[config.mk]
export PLATFORM = sky130hd
export DESIGN_NAME = text_line_lint_scanner
export DESIGN_NICKNAME = d
export VERILOG_FILES = /design/src/hdl/tlls_pkg.sv /design/src/hdl/text_line_lint_scanner.sv
export SDC_FILE = /design/constraint.sdc
export NUM_CORES = 1
export LEC_CHECK = 0
export ABC_AREA = 1
export BUFFER_PORTS_ARGS = -buffer_cell sky130_fd_sc_hd__buf_2
export CORE_ASPECT_RATIO = 0.9
export CORE_UTILIZATION = 44
export DETAILED_ROUTE_END_ITERATION = 7
export MAX_ROUTING_LAYER = met4
export PLACE_DENSITY = 0.72
export SLEW_MARGIN = 0
export SYNTH_ARGS = -nofsm -noshare
export SYNTH_HDL_FRONTEND = slang
export SYNTH_SLANG_ARGS = --single-unit
[constraint.sdc]
create_clock -name clock -period 4.6 [get_ports clock]
set_clock_uncertainty 0.05 [all_clocks]
set_input_delay 1.38 -clock clock [delete_from_list [all_inputs] [get_ports clock]]
set_output_delay 1.38 -clock clock [all_outputs]
set_load 0.05 [all_outputs]
[src/hdl/tlls_pkg.sv]
//----------------------------------------------------------------------------
// Text line lint scanner package
// Request and response types, issue codes, character constants, CSR indices and reset limits.
//----------------------------------------------------------------------------
`default_nettype none

package tlls_pkg;

   localparam logic [7:0] CHAR_NEWLINE = 8'h0A;
   localparam logic [7:0] CHAR_SPACE   = 8'h20;
   localparam logic [7:0] CHAR_TAB     = 8'h09;

   localparam logic [1:0] ISSUE_LINE_TOO_LONG   = 2'd0;
   localparam logic [1:0] ISSUE_TRAILING_SPACE  = 2'd1;
   localparam logic [1:0] ISSUE_EXCESS_BLANKS   = 2'd2;
   localparam logic [1:0] ISSUE_DOCUMENT_EMPTY  = 2'd3;

   localparam logic CSR_MAX_LINE_LENGTH = 1'b0;
   localparam logic CSR_MAX_BLANK_RUN   = 1'b1;

   localparam logic [15:0] MAX_LINE_LENGTH_RESET = 16'd200;
   localparam logic [7:0]  MAX_BLANK_RUN_RESET   = 8'd2;

   typedef struct packed {
      logic [7:0] text_byte;
      logic       end_of_text;
   } req_type;

   typedef struct packed {
      logic [1:0]  issue_code;
      logic        is_error;
      logic [31:0] line_number;
      logic [15:0] measured_length;
      logic        last_of_run;
   } rsp_type;

endpackage

`default_nettype wire

[src/hdl/text_line_lint_scanner.sv]
//----------------------------------------------------------------------------
// Text line lint scanner
// Scans text one byte per request and reports long lines, trailing
// whitespace, excessive blank runs and empty documents.
//----------------------------------------------------------------------------
// Each result is registered in the result queue before it is presented.
// Throughput: one request per cycle while req_stall is low; results leave at one per cycle while rsp_stall is low.
// A four-entry result queue stalls requests while it holds more than two.
// Reset is synchronous: it clears the scan state and the result queue and
// restores the limits to 200 and 2.
`default_nettype none

module text_line_lint_scanner
   import tlls_pkg::*;
#(
   parameter int LENGTH_BITS = 16,
   parameter int LINE_BITS   = 32
) (
   input  wire logic        clock,
   input  wire logic        reset,
   input  wire logic        csr_wr_en,
   input  wire logic        csr_index,
   input  wire logic [15:0] csr_wdata,
   input  wire logic        req_valid,
   output      logic        req_stall,
   input  wire req_type     req_data,
   output      logic        rsp_valid,
   input  wire logic        rsp_stall,
   output      rsp_type     rsp_data
);

   localparam int LINE_WIDE = (LINE_BITS > 32) ? LINE_BITS : 32;
   localparam int LEN_WIDE  = (LENGTH_BITS > 16) ? LENGTH_BITS : 16;

   logic [15:0]            max_len_ff;
   logic [7:0]             max_blank_ff;
   logic [LINE_BITS-1:0]   line_ff, line_in;
   logic [LENGTH_BITS-1:0] length_ff, length_in;
   logic [7:0]             prev_ff, prev_in;
   logic [7:0]             blank_ff, blank_in;
   logic                   seen_ff, seen_in;
   logic                   skip_ff, skip_in;
   rsp_type                slot_ff [4];
   rsp_type                slot_in [4];
   logic [2:0]             count_ff, count_in;

   logic                   req_fire;
   logic                   rsp_pop;
   logic [2:0]             base;
   logic [1:0]             num_res;
   rsp_type                res0, res1;
   logic [LINE_WIDE-1:0]   line_wide;
   logic [LEN_WIDE-1:0]    len_wide;
   logic [31:0]            line_rep;
   logic [15:0]            len_rep;
   logic [LINE_BITS-1:0]   line_adv;
   logic [7:0]             blank_inc;
   logic                   too_long, trailing, blank_rep;

   assign req_stall = (count_ff > 3'd2);
   assign req_fire  = req_valid && !req_stall;
   assign rsp_valid = (count_ff != 3'd0);
   assign rsp_data  = slot_ff[0];
   assign rsp_pop   = rsp_valid && !rsp_stall;

   assign line_wide = LINE_WIDE'(line_ff);
   assign len_wide  = LEN_WIDE'(length_ff);
   assign line_rep  = (line_wide > LINE_WIDE'(32'hFFFF_FFFF)) ? 32'hFFFF_FFFF
                                                              : line_wide[31:0];
   assign len_rep   = (len_wide > LEN_WIDE'(16'hFFFF)) ? 16'hFFFF : len_wide[15:0];
   assign line_adv  = (line_ff == '1) ? line_ff : line_ff + 1'b1;
   assign blank_inc = (blank_ff == 8'hFF) ? blank_ff : blank_ff + 8'd1;

   assign too_long  = (len_wide > LEN_WIDE'(max_len_ff));
   assign trailing  = (length_ff != '0) &&
                      ((prev_ff == CHAR_SPACE) || (prev_ff == CHAR_TAB));
   assign blank_rep = (length_ff == '0) && (blank_inc > max_blank_ff);

   always_comb begin
      rsp_type r_long, r_trail, r_blank, r_empty;

      r_long  = '{issue_code: ISSUE_LINE_TOO_LONG, is_error: 1'b0,
                  line_number: line_rep, measured_length: len_rep,
                  last_of_run: !trailing};
      r_trail = '{issue_code: ISSUE_TRAILING_SPACE, is_error: 1'b0,
                  line_number: line_rep, measured_length: 16'd0,
                  last_of_run: 1'b1};
      r_blank = '{issue_code: ISSUE_EXCESS_BLANKS, is_error: 1'b0,
                  line_number: line_rep, measured_length: 16'd0,
                  last_of_run: 1'b1};
      r_empty = '{issue_code: ISSUE_DOCUMENT_EMPTY, is_error: 1'b1,
                  line_number: 32'd1, measured_length: 16'd0,
                  last_of_run: 1'b1};

      line_in   = line_ff;
      length_in = length_ff;
      prev_in   = prev_ff;
      blank_in  = blank_ff;
      seen_in   = seen_ff;
      skip_in   = skip_ff;
      num_res   = 2'd0;
      res0      = r_trail;
      res1      = r_trail;

      if (req_data.end_of_text) begin
         res0      = r_empty;
         num_res   = seen_ff ? 2'd0 : 2'd1;
         line_in   = LINE_BITS'(1);
         length_in = '0;
         prev_in   = 8'd0;
         blank_in  = 8'd0;
         seen_in   = 1'b0;
         skip_in   = 1'b0;
      end else if (req_data.text_byte == CHAR_NEWLINE) begin
         prev_in = req_data.text_byte;
         line_in = line_adv;
         if (!skip_ff) begin
            length_in = '0;
            if (too_long) begin
               res0    = r_long;
               num_res = trailing ? 2'd2 : 2'd1;
            end else if (trailing) begin
               res0    = r_trail;
               num_res = 2'd1;
            end else if (blank_rep) begin
               res0    = r_blank;
               num_res = 2'd1;
            end
            if (length_ff == '0) begin
               blank_in = blank_inc;
               skip_in  = blank_rep;
            end else begin
               blank_in = 8'd0;
               seen_in  = 1'b1;
            end
         end
      end else begin
         skip_in   = 1'b0;
         prev_in   = req_data.text_byte;
         length_in = (length_ff == '1) ? length_ff : length_ff + 1'b1;
      end

      if (!req_fire) begin
         num_res = 2'd0;
      end
   end

   assign base     = count_ff - {2'b00, rsp_pop};
   assign count_in = base + {1'b0, num_res};

   always_comb begin
      for (int i = 0; i < 3; i++) begin
         slot_in[i] = rsp_pop ? slot_ff[i+1] : slot_ff[i];
      end
      slot_in[3] = slot_ff[3];
      for (int i = 0; i < 4; i++) begin
         if ((num_res != 2'd0) && (base == 3'(i))) begin
            slot_in[i] = res0;
         end
         if ((num_res == 2'd2) && (base + 3'd1 == 3'(i))) begin
            slot_in[i] = res1;
         end
      end
   end

   always_ff @(posedge clock) begin
      if (reset) begin
         max_len_ff   <= MAX_LINE_LENGTH_RESET;
         max_blank_ff <= MAX_BLANK_RUN_RESET;
         line_ff      <= LINE_BITS'(1);
         length_ff    <= '0;
         prev_ff      <= 8'd0;
         blank_ff     <= 8'd0;
         seen_ff      <= 1'b0;
         skip_ff      <= 1'b0;
         count_ff     <= 3'd0;
      end else begin
         if (csr_wr_en) begin
            if (csr_index == CSR_MAX_LINE_LENGTH) begin
               max_len_ff <= csr_wdata;
            end else begin
               max_blank_ff <= csr_wdata[7:0];
            end
         end
         if (req_fire) begin
            line_ff   <= line_in;
            length_ff <= length_in;
            prev_ff   <= prev_in;
            blank_ff  <= blank_in;
            seen_ff   <= seen_in;
            skip_ff   <= skip_in;
         end
         count_ff <= count_in;
      end
   end

   always_ff @(posedge clock) begin
      for (int i = 0; i < 4; i++) begin
         slot_ff[i] <= slot_in[i];
      end
   end

endmodule

`default_nettype wire

==> results of run 1 <==
power breakdown:
| group | switching (mW) | internal [mW] |
|---|---|---|
| Sequential | 0.280 | 3.82 |
| Combinational | 3.47 | 1.29 |
| Clock | 1.07 | 1.50 |
cell usage in the layout (no fill, tap or decap), drive strengths merged:
master and instances:
a211oi 5, a21o 2, a21oi 74, a22oi 12, a31oi 3, buf 110
clkbuf 50, clkinv 12, dfxtp 173, edfxtp 128, fa 1, ha 32
inv 274, mux2 1, nand2 458, nand3 355, nand4 22, nor2 182
nor3 66, nor4 11, nor4b 1, o211ai 5, o21a 3, o21ai 174
xnor2 3, xor2 27
state kept, by name, summed over array words and instances, names as in the netlist:
signal        count
count_ff          3
max_len_ff       16
blank_ff          8
slot_ff         208
max_blank_ff      8
seen_ff           1
line_ff          32
prev_ff           8
len_wide         16
skip_ff           1
routing by layer:
metal  global-route usage (%)  wire length (um)
met1                    30.93             19320
met2                    34.16             17460
met3                    3.181              2546
met4                    4.962               650
met5                        -                 0
logic make-up after synthesis:
kind of cell | after synthesis | share of synthesized area (%)
buf+inv | 394 | 10.60
compound gates | 278 | 9.121
flops | 301 | 45.57
simple gates | 1095 | 30.38
xor+xnor | 30 | 1.639
fa+ha+maj | 33 | 2.622
mux | 1 | 0.07022
worst max-delay path by stage:
stage                                 to  depth (start not counted)         from  slack (ns)
after floorplan           slot_ff[2][10]                         14    rsp_stall        0.10
after global placement    slot_ff[2][34]                         11    rsp_stall        0.49
after detailed placement  slot_ff[2][34]                         11    rsp_stall        0.38
after CTS                 slot_ff[0][33]                         21  blank_ff[0]        0.55
after global routing      slot_ff[0][19]                         23  blank_ff[0]        0.18
final                     slot_ff[0][23]                         23  blank_ff[0]        0.51
final cells by class:
cell class / instances / area [um2] / area share (%)
sequential: 301 / 7307 / 41.13
multi-input combinational: 1437 / 7071 / 39.80
inverter: 276 / 1036 / 5.832
clock buffer: 50 / 1002 / 5.642
timing repair buffer: 110 / 715.7 / 4.029
tap: 469 / 586.8 / 3.303
clock inverter: 10 / 46.29 / 0.2606
metrics by stage:
step	util (%)	std cells	setup slack [ns]	instance area (um2)	power (mW)
floorplan	-	2132	0.1005	16040	7.647
global placement	47.14	2593	0.4911	16720	8.719
detailed placement	47.14	2593	0.3833	16720	8.875
CTS	50.10	2653	0.5511	17760	11.49
global route	50.10	2653	0.1801	17760	12.19
finish	50.10	2653	0.5060	17760	11.44
worst max-delay path, cell delays in order (launching register included):
cell and delay [ns]:
dfxtp_1 0.38, ha_1 0.23, nand2_1 0.09, nor3_1 0.29, nand3_1 0.32, mux2_2 0.38
ha_1 0.29, nand2_1 0.07, nand2_1 0.05, nand2_1 0.05, nand2_1 0.05, nand2_1 0.05
nand2_1 0.08, nand2_1 0.07, nand2_1 0.05, nand2_1 0.05, nand2_1 0.05, nand3_1 0.17
nand3_4 0.15, nand2_2 0.39, buf_12 0.26, nand2_1 0.08, nand3_1 0.07, o21ai_1 0.07
==> impl_metrics.yaml, run 1 <==
drt:
  drc: 0
  wl_per_cell_um: 15.07
  dr.pass1.iters: 7
  routed_via_density: 5.309
  dr_total_vias: 14090
  postRouteAntennaNets: 0
  drt_iter0_drc: 1137
  routed_wl_um: 39970
placement:
  portBuffers: 84
  hpwl_um: 27480
  routabilityCongestion: 0.9130
clock_tree:
  cts_tree: "built"
  insertion_delay_ns: 0.52
  cts_htree_levels: 2
  path_clk_slew_ns: 0.06
  clockRootBuffer: "clkbuf_16"
  cts_resized: 0
  cts_buffers: 34
  ctsHoldBuffers: 0
  clk_path_buf_depth: 3
  post_cts_buffers: 0
  cts.sinks: 301
layout:
  synthToLayoutAreaGrowth_pct: 10.78
  n_antenna_cell: 0
  final_nets: 2224
  fill_cells: 3452
  final_layout_size_suffix_gt1_share_pct: 9.615
floorplanning:
  fp.dieW_um: 203.2
  core_area_mm2: 0.03546
  start_util_pct: 45.22
  dieArea_mm2: 0.03721
  die_y_um: 183.1
  pin_count: 85
  num_rows: 65
synthesis:
  netlist_top_cells_count: "448 x nand2_1, 342 x nand3_1, 257 x inv_1, 174 x nor2_1, 173 x dfxtp_1"
  synth-edff-count: 128
  async_flop_share_pct: 0
  synthTopCellsByArea: "edfxtp_1 24%, dfxtp_1 22%, nand3_1 11%"
  synth-seq-cells: 301
  synth_area_per_cell_um2: 7.521
  syn_inst: 2132
  yosysUniqueCellTypes: 37
  synthesis.area_mm2: 0.01604
  yosysTopAreaCellShare_pct: 23.97
  syn_nets: 2196
  synth_top_cell_by_area: "edfxtp_1"
  synthFlopType: "dfxtp_1"
  ys_seq_area_share_pct: 45.57
  ys_warn_count: 0
  yosysMostFrequentCell: "nand2_1"
sta:
  relSlewSlack_pct: 37.88
  hold_viol: 0
  drv_slew: 0
  fin_crit_sh_pct: 89.00
  finalHoldWorstSlack_ns: 0.3942
  max_freq_mhz: 244.3
  tns_ns: 0
  fin_crit_ns: 4.094
  rsz0062_at_grt: "no"
  setup-violations-final: 0
  tightest_slew_ns: 0.9318
status:
  status: "finished, final reports clean"
global_route:
  first_global_vias: 13060
  antenna_found_initial: 0
  grt_overflow: 0
  grt_first_pass_wirelength_um: 66080
  grt_usage_pct: 22.21
  grt_max_degree: 106
critical_path:
  end_kind: "flip-flop"
  cp.arrival_ns: 4.30
  r2r-end: "slot_ff[0][23]"
  rrSetupSlack_ns: 0.51
  reg2reg_depth: 23
  worstPathMaxFanout: 41
  required_ns: 4.81
  start_kind: "flip-flop"
  critPathKind: "reg2reg"
  rr_startpoint: "blank_ff[0]"
pwr:
  p_per_area_mw_per_mm2: 643.9
  ir_drop_mv: 0.6584
  p_leak_nw: 7.628
job:
  maxCapViolCount: 0
hold_path:
  hold_class: "reg2reg"
  min_from: "slot_ff[2][11]"
  holdPathEnd: "slot_ff[2][11]"
  hold_path_depth: 2
(Power assumes the default switching activity.)
==> run 2: changes to the inputs <==
==> constraint.sdc (replaced) <==
create_clock -name clock -period 3.7 [get_ports clock]
set_clock_uncertainty 0.05 [all_clocks]
set_input_delay 0.555 -clock clock [delete_from_list [all_inputs] [get_ports clock]]
set_output_delay 0.555 -clock clock [all_outputs]
set_load 0.05 [all_outputs]
==> run 2 against run 1 <==
Against the previous run: global-route usage rose by 0.73 points; cell count rose by 0.90%; non-clock buffer count rose by 20; core utilization rose by 1.3 points; combinational power rose by 31%; via count rose by 2.3%; flip-flop and latch count did not move; wire length rose by 5.6%; register-to-register slack got worse by 0.31 ns; maximum frequency rose by 17%; critical path type unchanged; critical endpoint is now slot_ff[1][22].
==> impl_metrics.yaml, run 2 (same netlist as run 1, synthesis figures left out) <==
layout:
  final_layout_size_suffix_gt1_share_pct: 11.10
  final_area_mm2: 0.01823
  n_antenna_cell: 0
  synthToLayoutAreaGrowth_pct: 13.66
  fin_util_pct: 51.40
  top_regs: "slot_ff: 208 flops, line_ff: 32 flops"
  final_nets: 2245
  layout_commonest_cell: "nand2_1"
  largest_register: "slot_ff"
  final_cell_mix: "446 x nand2_1, 340 x nand3_1, 257 x inv_1"
  largest_reg_flops: 208
critical_path:
  cp.arrival_ns: 3.71
  worstPathMaxFanout: 20
  required_ns: 3.90
  crit_buf_inv: 2
  critPathSlowestCell: "dfxtp_1"
  path_common_cell: "nand2_1"
  start_kind: "flip-flop"
  worstPathCellList: "ha_2, nand2_1, nor3_2, nand3_2, mux2_2, ha_1, nand2_1, nand2_1, nand2_1, nand2_1, nand2_1, nand2_1, nand2_1, nand2_1, nand2_1, nand2_1, nand3_2, nand3_4, buf_4, nand2_8, buf_12, nand2_1, nand3_1, o21ai_0"
  critPathKind: "reg2reg"
  crit_path_max_incr_delay_ns: 0.37
  end_kind: "flip-flop"
  cp_top_family: "simple AND/OR/NAND/NOR gates"
sta:
  relSlewSlack_pct: 30.57
  tns_ns: 0
  setup_ws_ns: 0.1911
  hold_viol: 0
  max_freq_mhz: 285.0
  rsz0062_at_grt: "no"
  tightest_slew_ns: 1.030
  drv_slew: 0
  setup-violations-final: 0
  fin_crit_ns: 3.509
  fin_crit_sh_pct: 94.83
pwr:
  p_leak_nw: 7.855
  ir_drop_mv: 0.5620
  p_per_area_mw_per_mm2: 801.8
  total_power_mw: 14.61
placement:
  post-place-ws_ns: -0.02711
  routabilityCongestion: 0.9202
  portBuffers: 84
  placed_cell_area_mm2: 0.01684
  hpwl_um: 28190
drt:
  drt_iter0_drc: 1481
  drc: 0
  postRouteAntennaNets: 0
  routed_wl_um: 42210
  routed_via_density: 5.383
  dr_total_vias: 14410
  dr.pass1.iters: 6
  wl_per_cell_um: 15.77
clock_tree:
  clockRootBuffer: "clkbuf_16"
  cts_tree: "built"
  clk_path_buf_depth: 3
  cts_htree_levels: 2
  insertion_delay_ns: 0.52
  cts_buffers: 35
  path_clk_slew_ns: 0.06
  cts.sinks: 301
  ctsHoldBuffers: 0
floorplanning:
  start_util_pct: 45.22
  num_rows: 65
  pin_count: 85
  die_y_um: 183.1
  dieArea_mm2: 0.03721
  fp.dieW_um: 203.2
  core_area_mm2: 0.03546
hold_path:
  hold_class: "in2reg"
status:
  status: "finished, final reports clean"
global_route:
  first_global_vias: 13410
  grt_usage_pct: 22.94
  antenna_found_initial: 0
  grt_first_pass_wirelength_um: 68000
  grt_overflow: 0
  grt_max_degree: 68
job:
  maxCapViolCount: 0
-- run 2: changes by cell type in the layout (fill, tap and decap cells not counted), sizes merged --
| cell | change |
|---|---|
| inv | +1 |
| clkinvlp | +1 |
| clkbuf | +3 |
| clkinv | +4 |
| buf | +15 |
-- run 2: where the power goes --
part           switching (mW)  leakage, nW  internal, mW
clock                    1.39        0.544          1.89
combinational            4.46         4.65          1.77
sequential              0.360         2.66          4.74
-- run 2: final cells by class --
| cell class | count | area, um2 |
|---|---|---|
| fill | 3360 | 17230 |
| sequential | 301 | 7308 |
| clock buffer | 48 | 985.9 |
| multi-input combinational | 1437 | 7133 |
| timing repair buffer | 130 | 1059 |
| clock inverter | 16 | 110.1 |
| tap | 469 | 586.8 |
| inverter | 276 | 1044 |
-- run 2: routing by layer --
layer / GRT usage [%] / up-vias / share of wire [%]
li1: - / 7152 / -
met1: 32.55 / 6670 / 48
met2: 34.06 / 534 / 43
met3: 2.914 / 53 / 7.0
met4: 6.767 / 0 / 1.8
met5: - / - / 0
-- run 2: worst min-delay path, stage by stage --
cell	delay (ns)
buf_2	0.08
nand2_1	0.05
o211ai_1	0.07
-- run 2: per-stage QoR --
step           instances  hold WS, ns
2_1_floorplan       2132       0.3691
3_3_place_gp        2601       0.3801
3_5_place_dp        2601       0.3831
4_1_cts             2667       0.2080
5_1_grt             2677       0.2262
6_report            2677       0.2291
-- run 2: worst paths after layout --
| path | start | end | slack [ns] | depth (start not counted) |
|---|---|---|---|---|
| setup / recovery | blank_ff[1] | slot_ff[1][22] | 0.19 | 24 |
| hold / removal | csr_wdata[3] | max_len_ff[3] | 0.23 | 3 |
| setup reg to reg | blank_ff[1] | slot_ff[1][22] | 0.19 | 24 |
| hold reg to reg | slot_ff[2][11] | slot_ff[2][11] | 0.40 | 2 |
-- run 2: repair_timing --
item | in CTS | in global routing
resized for setup | 5 | 23
setup endpoints to repair | 84 | 336
pin swaps | 0 | 4
cloned | 0 | 5
setup buffers | 2 | 5
==> run 3: changes to the inputs <==
- ABC_AREA: 1 -> 0
==> run 3 against run 2 <==
Against the previous run: count of clock-buffer cells in the layout is 2 lower; via count decreased by 6.8%; sequential power is 16% lower; final area down 2.8%; synthesized area shrank 4.3%; cell count down 19%; core utilization up 0.44 points; synthesized cell count shrank 23%; maximum frequency is 2.9% lower; hold slack got worse by 0.058 ns; critical path type unchanged.
==> impl_metrics.yaml, run 3 <==
placement:
  routabilityCongestion: 0.9210
  placed_cell_area_mm2: 0.01630
  portBuffers: 84
  post-place-ws_ns: 0.02941
  dp_cells: 2094
  hpwl_um: 26500
floorplanning:
  fp.dieW_um: 198.8
  start_util_pct: 44.87
  core_area_mm2: 0.03419
  num_rows: 64
  dieArea_mm2: 0.03562
  die_y_um: 179.2
  pin_count: 85
global_route:
  grt_max_degree: 84
  grt_first_pass_wirelength_um: 66550
  antenna_found_initial: 0
  grt_overflow: 0
  grt_usage_pct: 23.93
  first_global_vias: 12540
synthesis:
  syn_nets: 1712
  yosysUniqueCellTypes: 62
  synth-edff-count: 128
  synth_area_per_cell_um2: 9.310
  synth-simple-area-share_pct: 21.15
  async_flop_share_pct: 0
  yosysTopAreaCellShare_pct: 25.05
  synth_compound_area_share_pct: 16.37
  synth_xor_area_share_pct: 2.626
  synth_top_family_by_area: "simple AND/OR/NAND/NOR gates"
  syn_inst: 1648
  ys_seq_area_share_pct: 47.63
  yosys.area_share.adder_pct: 2.740
  synthesis.area_mm2: 0.01534
  synthFlopType: "dfxtp_1"
  yosysMostFrequentCell: "nand2_1"
  synth_top_cell_by_area: "edfxtp_1"
  netlist_top_cells_count: "207 x nand2_1, 173 x dfxtp_1, 128 x edfxtp_1, 126 x clkbuf_1, 120 x o21ai_0"
  synthTopCellsByArea: "edfxtp_1 25%, dfxtp_1 23%, a32oi_1 5.3%"
  synth-seq-cells: 301
  synth_mux_area_share_pct: 4.012
  ys_warn_count: 0
sta:
  tightest_slew_ns: 1.164
  relSlewSlack_pct: 21.96
  hold_viol: 0
  setup_ws_ns: 0.08645
  max_freq_mhz: 276.7
  fin_crit_sh_pct: 97.66
  fin_crit_ns: 3.614
  setup-violations-final: 0
  finalHoldWorstSlack_ns: 0.1711
  drv_slew: 0
layout:
  final_cell_mix: "206 x nand2_1, 169 x dfxtp_1, 128 x edfxtp_1"
  multiInputGateArea_mm2: 0.007456
  fill_cells: 3042
  largest_reg_flops: 208
  layout.cells.non_filler: 2167
  final_nets: 1744
  area.sequential_mm2: 0.007315
  largest_register: "slot_ff"
  final_layout_size_suffix_gt1_share_pct: 16.01
  synthToLayoutAreaGrowth_pct: 15.53
  layout_commonest_cell: "nand2_1"
  n_antenna_cell: 0
  top_regs: "slot_ff: 208 flops, line_ff: 32 flops"
  final_area_mm2: 0.01772
drt:
  dr_total_vias: 13430
  drt_iter0_drc: 1465
  dr.pass1.iters: 5
  routed_wl_um: 44340
  routed_via_density: 6.196
  drc: 0
  wl_per_cell_um: 20.46
  postRouteAntennaNets: 0
critical_path:
  end_kind: "flip-flop"
  critPathKind: "reg2reg"
  required_ns: 3.94
  cp_top_family: "simple AND/OR/NAND/NOR gates"
  crit_path_max_incr_delay_ns: 0.44
  critPathSlowestCell: "or3_4"
  worstPathCellList: "nand3_4, nor2_4, nand4_1, buf_6, buf_4, xnor2_1, ha_1, nand2b_1, a21oi_1, o21bai_1, a211oi_2, buf_4, a2111oi_4, buf_6, nor2_4, buf_12, or3_4"
  worstPathMaxFanout: 8
  crit_buf_inv: 5
  reg2reg_depth: 17
  cp.arrival_ns: 3.85
  cp.depth: 17
  start_kind: "flip-flop"
clock_tree:
  cts_htree_levels: 1
  clockRootBuffer: "clkbuf_16"
  cts_tree: "built"
  cts_buffers: 31
  clk_path_buf_depth: 3
  insertion_delay_ns: 0.57
  cts.sinks: 301
  path_clk_slew_ns: 0.06
  ctsHoldBuffers: 0
pwr:
  p_leak_nw: 6.303
  p_per_area_mw_per_mm2: 613.2
  total_power_mw: 10.87
  ir_drop_mv: 0.2917
job:
  maxCapViolCount: 0
status:
  status: "finished, final reports clean"
hold_path:
  hold_class: "in2reg"
  hold_path_depth: 2
run 3: cell count changes after synthesis, sizes merged, moves of 26 or more:
cell,before,now
a32oi,0,93
inv,273,35
nand3,355,40
buf,66,40
nor2b,0,68
nand4,22,91
o21ai,174,121
o31ai,0,49
clkbuf,52,126
mux2i,0,57
nand2,458,207
nor3,66,20
and3,0,38
nor2,182,94
run 3: what timing repair did:
action,CTS,global route
hold endpoints to repair,0,0
buffers inserted,0,6
setup endpoints to repair,0,276
gates resized for setup,0,44
run 3: logic make-up after synthesis:
kind of cell               after synthesis
DFF                                    301
and+or+nand+nor                        631
adders and majority gates               33
buffers and inverters                  201
AOI/OAI and AO/OA                      375
xor gates and xnor gates                46
muxes                                   61
run 3: final timing paths:
path                                       from               to  slack (ns)
worst min register to register  max_blank_ff[6]  max_blank_ff[6]        0.40
worst max register to register      blank_ff[5]   slot_ff[0][36]        0.09
worst max-delay path                blank_ff[5]   slot_ff[0][36]        0.09
worst min-delay path               csr_wdata[3]    max_len_ff[3]        0.17
run 3: per-stage QoR:
stage	setup TNS (ns)	util [%]
floorplan	0	-
global placement	0	47.66
detailed placement	0	47.66
CTS	0	50.89
global route	-6.000	51.84
finish	0	51.84
run 3: power by group:
group          internal (mW)  switching [mW]  total [mW]  leakage (nW)
logic                  0.908            2.33        3.24          3.10
registers               4.10           0.168        4.27          2.66
clock network           2.05            1.32        3.36         0.547
run 3: per-layer routing:
metal | share of wire, % | track usage [%] | vias to the layer above
met5 | 0 | - | -
met4 | 2.8 | 7.340 | 0
met3 | 9.5 | 4.552 | 107
met2 | 44 | 36.38 | 694
met1 | 44 | 32.19 | 6463
li1 | - | - | 6162
run 3: final cells by class:
| cell class | instances | share of cell area [%] |
|---|---|---|
| multi-input cells | 1152 | 42.07 |
| inverters | 35 | 0.7412 |
| repair buffers | 159 | 6.445 |
| clock inverters | 12 | 1.073 |
| flip-flops and latches | 301 | 41.27 |
| clock buffers | 46 | 5.146 |
| well taps | 462 | 3.261 |
